<file path="config.mk">
export PLATFORM = sky130hd
export DESIGN_NAME = fletcher_packet_deframer_core
export DESIGN_NICKNAME = d
export VERILOG_FILES = /design/src/hdl/fpd_pkg.sv /design/src/hdl/fpd_in_stage.sv /design/src/hdl/fpd_core.sv /design/src/hdl/fletcher_packet_deframer_core.sv
export SDC_FILE = /design/constraint.sdc
export NUM_CORES = 1
export LEC_CHECK = 0
export BUFFER_PORTS_ARGS = -buffer_cell sky130_fd_sc_hd__buf_2
export CORE_UTILIZATION = 35
export DETAILED_ROUTE_END_ITERATION = 16
export GPL_TIMING_DRIVEN = 0
export SYNTH_ARGS = -nofsm -noshare
export SYNTH_HDL_FRONTEND = slang
export SYNTH_SLANG_ARGS = --single-unit
</file>
<file path="constraint.sdc">
create_clock -name clk -period 7.5 [get_ports clk]
set_input_delay 0.375 -clock clk [delete_from_list [all_inputs] [get_ports clk]]
set_output_delay 0.375 -clock clk [all_outputs]
set_load 0.01 [all_outputs]
</file>
<file path="src/hdl/fpd_pkg.sv">
`timescale 1ns / 1ps

package fpd_pkg;

  localparam int PAYLOAD_BYTES = 16;
  // count of payload bytes taken, wide enough to hold PAYLOAD_BYTES itself
  localparam int IDX_W = $clog2(PAYLOAD_BYTES + 1);

  localparam int CFG_IDX_W = 8;
  localparam logic [CFG_IDX_W-1:0] REG_START_FIRST  = CFG_IDX_W'(0);
  localparam logic [CFG_IDX_W-1:0] REG_START_SECOND = CFG_IDX_W'(1);

  typedef struct packed {
    logic       payload_valid;
    logic [3:0] payload_index;
    logic [7:0] payload_byte;
    logic       frame_done;
    logic       frame_ok;
  } result_t;

endpackage

</file>
<file path="src/hdl/fpd_in_stage.sv">
`timescale 1ns / 1ps

module fpd_in_stage (
  input  logic       clk,
  input  logic       rst,
  input  logic       s_axis_tvalid,
  output logic       s_axis_tready,
  input  logic [7:0] s_axis_tdata,
  output logic       in_valid,
  output logic [7:0] in_byte,
  input  logic       take
);
  import fpd_pkg::*;

  logic       valid;
  logic [7:0] rx_byte;

  // register empties as the core takes the word, so a new one can land each cycle while the core keeps taking
  assign s_axis_tready = !valid || take;
  assign in_valid      = valid;
  assign in_byte       = rx_byte;

  always_ff @(posedge clk) begin
    if (rst) begin
      valid <= 1'b0;
    end else if (s_axis_tready) begin
      valid <= s_axis_tvalid;
    end
    if (s_axis_tvalid && s_axis_tready) begin
      rx_byte <= s_axis_tdata;
    end
  end

endmodule

</file>
<file path="src/hdl/fpd_core.sv">
`timescale 1ns / 1ps

module fpd_core (
  input  logic                      clk,
  input  logic                      rst,
  input  logic                      in_valid,
  input  logic [7:0]                in_byte,
  output logic                      take,
  input  logic [7:0]                start_byte_first,
  input  logic [7:0]                start_byte_second,
  output logic                      out_valid,
  input  logic                      out_ready,
  output fpd_pkg::result_t          result
);
  import fpd_pkg::*;

  typedef enum logic [2:0] {
    PH_HUNT1,
    PH_HUNT2,
    PH_DATA,
    PH_CHK1,
    PH_CHK2
  } phase_t;

  phase_t           phase, phase_next;
  logic [IDX_W-1:0] byte_index, byte_index_next;
  logic [7:0]       sum_low, sum_low_next;
  logic [7:0]       sum_high, sum_high_next;
  result_t          result_next;
  logic [IDX_W-1:0] index_inc;
  logic [7:0]       low_add;

  assign take      = in_valid && (!out_valid || out_ready);
  assign index_inc = byte_index + IDX_W'(1);
  assign low_add   = sum_low + in_byte;

  always_comb begin
    phase_next      = phase;
    byte_index_next = byte_index;
    sum_low_next    = sum_low;
    sum_high_next   = sum_high;
    result_next     = '0;
    unique case (phase)
      PH_HUNT1: begin
        if (in_byte == start_byte_first) phase_next = PH_HUNT2;
      end
      PH_HUNT2: begin
        // a mismatch here is not retried as a first start byte
        phase_next      = (in_byte == start_byte_second) ? PH_DATA : PH_HUNT1;
        byte_index_next = '0;
        sum_low_next    = '0;
        sum_high_next   = '0;
      end
      PH_DATA: begin
        result_next.payload_valid = 1'b1;
        result_next.payload_index = 4'(byte_index);
        result_next.payload_byte  = in_byte;
        sum_low_next    = low_add;
        sum_high_next   = sum_high + low_add;
        byte_index_next = index_inc;
        if (index_inc == IDX_W'(PAYLOAD_BYTES)) phase_next = PH_CHK1;
      end
      PH_CHK1: begin
        if (in_byte == sum_low) begin
          phase_next = PH_CHK2;
        end else begin
          phase_next             = PH_HUNT1;
          result_next.frame_done = 1'b1;
        end
      end
      PH_CHK2: begin
        phase_next             = PH_HUNT1;
        result_next.frame_done = 1'b1;
        result_next.frame_ok   = (in_byte == sum_high);
      end
      default: begin
        phase_next = PH_HUNT1;
      end
    endcase
  end

  always_ff @(posedge clk) begin
    if (rst) begin
      phase      <= PH_HUNT1;
      byte_index <= '0;
      sum_low    <= '0;
      sum_high   <= '0;
      out_valid  <= 1'b0;
    end else if (take) begin
      phase      <= phase_next;
      byte_index <= byte_index_next;
      sum_low    <= sum_low_next;
      sum_high   <= sum_high_next;
      out_valid  <= 1'b1;
    end else if (out_ready) begin
      out_valid  <= 1'b0;
    end
    if (take) begin
      result <= result_next;
    end
  end

endmodule

</file>
<file path="src/hdl/fletcher_packet_deframer_core.sv">
`timescale 1ns / 1ps

// fletcher-16 checked packet deframer
// s_axis takes one received byte per word. the block hunts for the two
// configured start bytes, then passes PAYLOAD_BYTES payload bytes, each
// tagged with its position, and checks two fletcher check bytes against
// the running sums.
// m_axis gives exactly one word per input word: tdata carries payload index
// and byte, tuser flags a payload byte and a good frame, tlast marks frame
// end (pass or fail; a failed first check byte ends the frame at once).
// cfg writes set start_byte_first (index 0) and start_byte_second (index 1);
// other indexes are ignored. cfg_ready is always high; write only when idle.
// an accepted word is registered first in the input stage, then in the result
// register, and appears on m_axis from the result register.
// throughput: one word per cycle unless m_axis stalls, set by the single
// state update and the two 8-bit adds between input and result registers.
// reset clears the frame state, sums and both start bytes to zero.
// if the receiver stalls, the result register holds and an empty input
// stage takes one more word; s_axis_tready then drops until m_axis moves.

module fletcher_packet_deframer_core (
  input  logic                           clk,
  input  logic                           rst,
  input  logic                           s_axis_tvalid,
  output logic                           s_axis_tready,
  input  logic [7:0]                     s_axis_tdata,  // [7:0] rx_byte
  output logic                           m_axis_tvalid,
  input  logic                           m_axis_tready,
  output logic [15:0]                    m_axis_tdata,  // [3:0] payload_index, [11:4] payload_byte
  output logic                           m_axis_tlast,  // frame_done
  output logic [1:0]                     m_axis_tuser,  // [0] payload_valid, [1] frame_ok
  input  logic                           cfg_valid,
  output logic                           cfg_ready,
  input  logic [fpd_pkg::CFG_IDX_W-1:0]  cfg_index,
  input  logic [7:0]                     cfg_data
);
  import fpd_pkg::*;

  logic       in_valid;
  logic [7:0] in_byte;
  logic       take;
  logic [7:0] start_byte_first;
  logic [7:0] start_byte_second;
  result_t    result;

  assign cfg_ready = 1'b1;

  always_ff @(posedge clk) begin
    if (rst) begin
      start_byte_first  <= '0;
      start_byte_second <= '0;
    end else if (cfg_valid && cfg_ready) begin
      if (cfg_index == REG_START_FIRST)  start_byte_first  <= cfg_data;
      if (cfg_index == REG_START_SECOND) start_byte_second <= cfg_data;
    end
  end

  fpd_in_stage u_in (
    .clk           (clk),
    .rst           (rst),
    .s_axis_tvalid (s_axis_tvalid),
    .s_axis_tready (s_axis_tready),
    .s_axis_tdata  (s_axis_tdata),
    .in_valid      (in_valid),
    .in_byte       (in_byte),
    .take          (take)
  );

  fpd_core u_core (
    .clk               (clk),
    .rst               (rst),
    .in_valid          (in_valid),
    .in_byte           (in_byte),
    .take              (take),
    .start_byte_first  (start_byte_first),
    .start_byte_second (start_byte_second),
    .out_valid         (m_axis_tvalid),
    .out_ready         (m_axis_tready),
    .result            (result)
  );

  assign m_axis_tdata = {4'b0000, result.payload_byte, result.payload_index};
  assign m_axis_tlast = result.frame_done;
  assign m_axis_tuser = {result.frame_ok, result.payload_valid};

`ifndef SYNTHESIS
  a_ok_ends_frame: assert property (@(posedge clk) disable iff (rst)
    m_axis_tvalid && m_axis_tuser[1] |-> m_axis_tlast)
    else $error("good frame flagged without frame end");

  a_payload_not_end: assert property (@(posedge clk) disable iff (rst)
    m_axis_tvalid && m_axis_tuser[0] |-> !m_axis_tlast)
    else $error("payload word also marks frame end");

  a_empty_after_reset: assert property (@(posedge clk)
    rst |=> !m_axis_tvalid)
    else $error("result word valid straight after reset");
`endif

endmodule

</file>
## After elaboration in Yosys (flattened, before gate mapping)

Index checks and enable logic that the tools add are counted.

| storage, ports and cells | value |
|---|---|
| flip-flop bits (word level) | 65 |
| logic and storage cells | 56 |
| output and inout bits | 22 |
| input port bits | 29 |

| operators by class | value |
|---|---|
| multiplexer cells | 13 |
| add/subtract/negate cells | 3 |
| equality and inequality tests | 12 |
| reductions and logical operators | 14 |

Operator list:

| operator | number |
|---|---|
| equality test 8 bit | 4 |
| one-hot mux 8 bit (2 select lines) | 2 |
| adder 8 bit | 2 |
| two-way mux 13 bit | 1 |
| one-hot mux 3 bit (4 select lines) | 1 |
| one-hot mux 5 bit (2 select lines) | 1 |
| two-way mux 3 bit | 3 |
| equality test 8 x 1 -> 1 bit, second input constant | 1 |
| zero test 8 bit | 1 |
| equality test 3 x 2 -> 1 bit, second input constant | 2 |
| AND reduction 2 bit | 3 |
| adder 5 x 1 -> 5 bit, second input constant | 1 |
| equality test 5 bit, second input constant | 1 |
| != test 2 x 1 -> 1 bit, second input constant | 2 |
| nonzero test 2 bit | 2 |
| equality test 3 x 1 -> 1 bit, second input constant | 1 |
| equality test 3 bit, second input constant | 1 |
| zero test 3 bit | 1 |
| two-way mux 1 bit | 3 |
| AND reduction 3 bit | 1 |
| logical AND 1 bit | 2 |
| zero test 1 bit | 2 |
| logical OR 1 bit | 2 |
| two-way mux 2 bit | 1 |
| one-hot mux 1 bit (2 select lines) | 1 |

## Depth between registers and ports, before layout

Gate-level depths: netlist (run 1).

| depth | value |
|---|---|
| word-level depth | 5 |
| mapped depth | 13 |
| mapped depth without buffers | 13 |

## By module

Synthesis (run 1) repeated with hierarchy kept, for this count alone.

| unflattened totals | value |
|---|---|
| cell total of the unflattened synthesis | 335 |
| area, all modules | 3479.6 um^2 |

By module, submodules not included:

| module | seq. area each (um^2) | instances | cells an instance | area an instance (um^2) |
|---|---|---|---|---|
| fpd_core | 950.9 | 1 | 249 | 2397.3 |
| fletcher_packet_deframer_core | 320.3 | 1 | 73 | 787.0 |
| fpd_in_stage | 260.2 | 1 | 13 | 295.3 |

## Worst setup path before layout (run 1)

Ideal clock, no wire load.

| path | value |
|---|---|
| kind | reg2reg |
| start point | register u_in.rx_byte[0] (netlist: u_in.in_byte[0]) |
| end point | register u_core.sum_high[7] |
| library setup time | 79 ps |
| cell stages (with the launch flop) | 14 |
| clock period less this slack | 3019 ps |
| data required time | 7421 ps |
| slack | 4481 ps |
| arrival | 2940 ps |
| buffers on the path | 0 |
| path through | edfxtp_1 ha_1 fa_1 a21o_1 a21oi_1 o21ai_0 xor2_1 ha_1 a21oi_1 o211a_1 nor2_1 nor3b_1 or2_0 o211ai_1 |

| on the way | value |
|---|---|
| longest elaborated chain between the ends | 3 |

Ends and longest elaborated chain:

| what | line | RTL |
|---|---|---|
| from (decl) | fpd_in_stage.sv:16 | `logic [7:0] rx_byte;` |
| from (signal assigned) | fpd_in_stage.sv:30 | `rx_byte <= s_axis_tdata;` |
| adder 8 bit | fpd_core.sv:35 | `assign low_add = sum_low + in_byte;` |
| adder 8 bit | fpd_core.sv:59 | `sum_high_next = sum_high + low_add;` |
| one-hot mux 8 bit (2 select lines) | fpd_core.sv:43 | `unique case (phase)` |
| to (signal assigned) | fpd_core.sv:93 | `sum_high <= sum_high_next;` |
| to (decl) | fpd_core.sv:28 | `logic [7:0] sum_high, sum_high_next;` |

Every way passes these cells.
A chain may end at the register's enable or synchronous reset.

## Worst setup path in the final report (run 1)

Ends and elaborated chain as after synthesis.

==> results.md, run 1 <==
* Status: completed
* Worst path required time at 7770 ps
* DP Wirelength at 5520 um
* Worst Hold Class: primary input to flip-flop
* Setup bufs post-CTS at 0
* Tcrit/Tclk final at 0.449
* Clock sink count at between 60 and 70
* FFs w/ async S/R, synth at 0
* Post-synth top cells: 45 x nor2_1, 42 x dfxtp_1, 23 x edfxtp_1
* Crit path max fanout at 5
* Layout area overhead at 18.4%
* DR WL/cell at about 14 um
* Endpoints failing hold at 0
* Clk_lat worst skew at 340 ps
* CP Launch Type: flip-flop
* Max-cap violations at 0
* Final setup skew at roughly 6.4 ps
* Setup TNS at 0 ps
* Leading area contributor after synthesis: dfxtp_1
* Top_reg_cell synth: dfxtp_1
* Pwr/cell area at 190 nW/um2
* Layout Nets at about 440
* GR Overflow Total at 0
* Largest net degree at the start of global routing at 18
* DR iter-0 viols at approximately 100
* # diodes at 0
* Switching Share at 0.232
* Slew Viols, Final at 0
* Tot Pwr at between 700 and 800 uW
* Count leader, synth: nor2_1
* Root buf cell: clkbuf_8
* Post-synth EDFFs at 23
* Starting Density at 0.362
* Worst path arrival time at between 3000 and 4000 ps
* Post-synthesis instance total at roughly 330
* Hold slack at slightly above 200 ps
* Leak at about 0.0016 uW
* Port buffer count at 45
* GRT Util Overall at 0.164
* Crit Path Category: flip-flop to flip-flop
* Routed via count at 2553
* CORE AREA at between 9000 and 10000 um2
* YS warnings at 0
* Max-slew headroom at 0.508
* Post-Syn Area at approximately 3300 um2
* Seq/Total Area, Yosys at 0.458
* Die X-Extent at roughly 100 um
* Die ar. at around 9900 um2
* Synth top area share at 0.251
* Post-cts resize count at 0
* Reg power frac at 0.503
* Clock slew at reported path FFs at ~70 ps
* Hold Buf Count CTS at 0
* Cts bufs inserted at 9
* Worst IR Drop VDD at ~0.089 mV
* Global-route wire length before repair at 12300 um
* Crit end category: flip-flop
* Pre-Repair DR Iteration Count at 4
* RSZ-0062 raised after global routing: no
* Die H at roughly 100 um
* Largest cells by area after synthesis: dfxtp_1 25%, edfxtp_1 21%, ha_1 5.6%, xor2_1 5.5%, mux2i_1 5.1%
* GP Congestion at 0.840
* Vias per cell at 4.87
* Share of layout cells above drive strength 1 at 0.205
* Minimum clock period at about 3400 ps
* Max Buffers Root-to-Sink at 2
* Worst-margin pin slew at around 730 ps
* DRC at 0
* Int Power at 578 uW
* Max frequency at 0.297 GHz
* Finish-stage setup viols at 0
* Synth Area per Inst at 10.1 um2
* WL final at 7390 um
* Vias in the first global route at between 2000 and 2500
* Util after Layout at 0.428
* Top Ports at between 50 and 60
* Logic pwr share at 0.064
* Synthesized flop and latch total at 65
* Post-DRT Antenna Nets at 0
* # rows at 35
* Clock share of power at 0.433
* Initial antenna violation count at 0
* Cell variety after synth at 55
* H-tree depth at 3
* Psw at ~170 uW
* CTS tree: yes
logic make-up after synthesis:
group	synth area share
AO/OA/AOI/OAI	0.123
XOR/XNOR	0.0865
adder cells (fa/ha/maj)	0.0681
buffers and inverters	0.0344
flip-flops	0.458
multiplexers	0.0509
other	0.00225
AND/OR/NAND/NOR	0.177
critical path, stage by stage (launching register included):
cell and delay [ps]:
edfxtp_1 530, ha_1 300, fa_1 400, a21o_1 170, a21oi_1 200, o21ai_0 150
xor2_1 220, ha_1 310, a21oi_1 220, o211a_1 190, nor2_1 50, nor3b_1 130
or2_0 240, o211ai_1 170
final cells by class:
class                           instances  area, um2
Clock inverter                          7       93.8
Buffer                                 15       81.3
Tap cell                              129        161
Multi-Input combinational cell        245       1710
Fill cell                             919       5280
Sequential cell                        65       1530
Timing Repair Buffer                   45        225
Inverter                                9       33.8
Clock buffer                            9        124
per-layer routing:
metal,vias to the layer above,global-route usage,routed length [um]
li1,1289,-,-
met1,1208,0.199,3520
met2,47,0.283,3490
met3,9,0.0485,278
met4,0,0.0452,95
met5,-,0,0
through the flow:
step | instances | worst slack (ps) | instance area [um2]
floorplan | 334 | 4480 | 3350
global placement | 508 | 4160 | 3740
detailed placement | 508 | 4150 | 3740
CTS | 524 | 4120 | 3960
global route | 524 | 3910 | 3960
finish | 524 | 4140 | 3960
worst paths after layout:
kind,depth (start not counted),slack (ps),endpoint,start
max,13,4140,u_core.sum_high[7],u_in.in_byte[0]
min,1,210,u_in.in_byte[6],s_axis_tdata[6]
max reg2reg,13,4140,u_core.sum_high[7],u_in.in_byte[0]
min reg2reg,1,460,u_core.byte_index[4],u_core.byte_index[4]
cell usage in the layout (no fill, tap or decap), types with 6 or more instances in the layout:
cell type | synthesis | final
dfxtp_1 | 42 | 42
a21oi_1 | 17 | 17
a22oi_1 | 10 | 10
xor2_1 | 21 | 21
nand2_1 | 15 | 15
edfxtp_1 | 23 | 23
nor2b_1 | 6 | 6
xnor2_1 | 12 | 12
clkbuf_8 | 0 | 9
mux2i_1 | 17 | 17
nor2_1 | 45 | 45
and2_1 | 13 | 13
o21ai_0 | 6 | 6
nor4_1 | 7 | 7
inv_1 | 7 | 7
ha_1 | 15 | 15
buf_2 | 5 | 50
state kept, by name (all words and copies together) (netlist names):
name / flops
u_core.result: 15
start_byte_first: 8
u_core.byte_index: 5
u_in.in_valid: 1
u_core.out_valid: 1
u_core.phase: 3
u_core.sum_high: 8
u_in.in_byte: 8
u_core.sum_low: 8
start_byte_second: 8
power groups by stage:
| stage | registers (uW) | logic [uW] | clock network, uW |
|---|---|---|---|
| finish | 378 | 48.2 | 326 |
| detailed placement | 387 | 48.5 | 0 |
| floorplan | 385 | 27.9 | 0 |
| CTS | 378 | 48.7 | 336 |
| global placement | 386 | 47.8 | 0 |
| global route | 379 | 53.8 | 351 |
No activity file was read; power rests on OpenSTA's default activity.
==> run 2, diff against run 1 <==
- clock period: 7.5 -> 2.71 ns (I/O delays scaled with it)
==> results.md, run 2 (same netlist as run 1, synthesis figures left out) <==
* Met3 WL at around 310 um
* Finish-stage setup viols at 2
* Endpoints failing hold at 0
* GR Overflow Total at 0
* Final WS setup at -154 ps
* Worst-margin pin slew at between 700 and 800 ps
* Die ar. at 9950 um2
* Setup TNS at -172 ps
* Pre-Repair DR Iteration Count at 4
* Worst path arrival time at between 3000 and 4000 ps
* Share of layout cells above drive strength 1 at 0.258
* CP Launch Type: flip-flop
* Clock slew at reported path FFs at roughly 70 ps
* Cts bufs inserted at 9
* Leak at around 0.0017 uW
* DR WL/cell at ~15 um
* Crit-path cells: buf_4 > ha_1 > a211oi_2 > nor2_1 > xor2_1 > ha_1 > o21ai_1 > o211a_1 > buf_4 > o22a_1 > or2_0 > o211ai_1
* Top Family by Delay on Critical Path: compound AO/OA/AOI/OAI gates
* Worst path required time at between 2000 and 3000 ps
* Crit Path Category: flip-flop to flip-flop
* Clock sink count at 65
* Routed via count at approximately 2700
* Max stage delay on crit path at just under 400 ps
* Layout Nets at ~460
* Vias per cell at 4.88
* Port buffer count at 45
* Final setup skew at slightly above 9 ps
* Minimum clock period at around 2900 ps
* # diodes at 0
* Layout area overhead at 25.6%
* Global-route wire length before repair at about 13000 um
* Max-cap violations at 0
* Max layer used: met4
* Tcrit/Tclk final at 1.06
* DRC at 0
* Status: complete, but fails checks
* DP Wirelength at ~5600 um
* Worst path slowest cell: edfxtp_1
* DR iter-0 viols at between 100 and 150
* Pwr/cell area at approximately 460 nW/um2
* Starting Density at 0.362
* Worst IR Drop VDD at about 0.25 mV
* Root buf cell: clkbuf_8
* Slew Viols, Final at 0
* Max reg flops at 15
* Reg with most FFs: u_core.result
* Max frequency at 0.349 GHz
* Max-slew headroom at 0.524
* H-tree depth at 3
* Largest net degree at the start of global routing at 18
* Max Buffers Root-to-Sink at 2
* GRT Util Overall at 0.169
* RSZ-0062 raised after global routing: yes
* # rows at 35
* GP Congestion at about 0.8
* Failing checks: setup timing
* WL final at 7940 um
* Filler cells at 894
* Crit path max fanout at 5
* Worst path bufs/invs at 2
* CTS tree: yes
* Commonest cells after routing, fill and taps aside: 50 x buf_2, 45 x nor2_1, 42 x dfxtp_1
* Initial antenna violation count at 0
* Metal2 WL at between 3000 and 4000 um
* CORE AREA at 9240 um2
* Die X-Extent at around 100 um
* Post-DRT Antenna Nets at 0
* Crit end category: flip-flop
* Worst Hold Class: primary input to flip-flop
* M1 WL at ~3500 um
* Top Ports at between 50 and 60
* Die H at about 100 um
* Most common cell after layout, fill and taps aside: buf_2
* Hold slack at approximately 19 ps
* Tot Pwr at about 1900 uW
* Clk_lat worst skew at 350 ps
* Vias in the first global route at approximately 2600
==> run 2: cell types whose count changed in the layout (fill, tap and decap cells not counted), sizes merged <==
cell / previous run / this run
inv: 10 / 9
clkbuf: 11 / 12
dlygate4sd3: 0 / 8
bufinv: 2 / 0
clkinvlp: 2 / 1
clkinv: 2 / 5
buf: 58 / 73
==> run 2: per-layer routing <==
| metal | global-route usage | up-vias |
|---|---|---|
| met5 | 0 | - |
| met4 | 0.0611 | 0 |
| met1 | 0.204 | 1261 |
| met2 | 0.290 | 60 |
| li1 | - | 1336 |
| met3 | 0.0450 | 10 |
==> run 2: path summary, 6_finish.rpt <==
check / start / endpoint / slack, ps / cells past startpoint
max reg2reg: u_in.in_byte[1] / u_core.sum_high[7] / -150 / 12
min: s_axis_tvalid / u_in.in_valid / 20 / 3
max: u_in.in_byte[1] / u_core.sum_high[7] / -150 / 12
min reg2reg: u_core.byte_index[4] / u_core.byte_index[4] / 470 / 1
==> run 2: what timing repair did <==
item | 4_1_cts | 5_1_grt
gates resized for setup | 4 | 14
endpoints found under the hold margin | 8 | 0
hold buffers | 8 | 0
setup endpoints to repair | 3 | 4
cloned | 0 | 0
pin swaps | 9 | 13
buffers inserted | 8 | 7
==> run 2: area by class of cell <==
cell class / count / area (um2) / share of cell area
Multi-Input combinational cell: 245 / 1810 / 0.430
Sequential cell: 65 / 1530 / 0.365
Timing Repair Buffer: 68 / 422 / 0.100
Tap cell: 129 / 161 / 0.0384
Clock buffer: 10 / 128 / 0.0304
Buffer: 15 / 81.3 / 0.0194
Clock inverter: 6 / 35.0 / 0.00834
Inverter: 9 / 33.8 / 0.00804
==> run 2: tightest hold or removal path, cell delays in order <==
cell and delay [ps]:
buf_2 90, a21oi_1 40, nor2_1 70
==> run 2: power breakdown <==
group	internal (uW)	switching, uW	total, uW
sequential	1030	11.7	1040
combinational	79.3	94.2	174
clock	325	378	703
total	1430	484	1910
==> run 2: through the flow <==
stage	area, um2	worst slack (ps)	std cells	utilization
finish	4200	-154	547	0.455
global route	4200	-315	547	0.455
CTS	4080	-192	540	0.442
detailed placement	3750	-430	508	0.406
global placement	3750	-372	508	0.406
floorplan	3370	-102	334	-
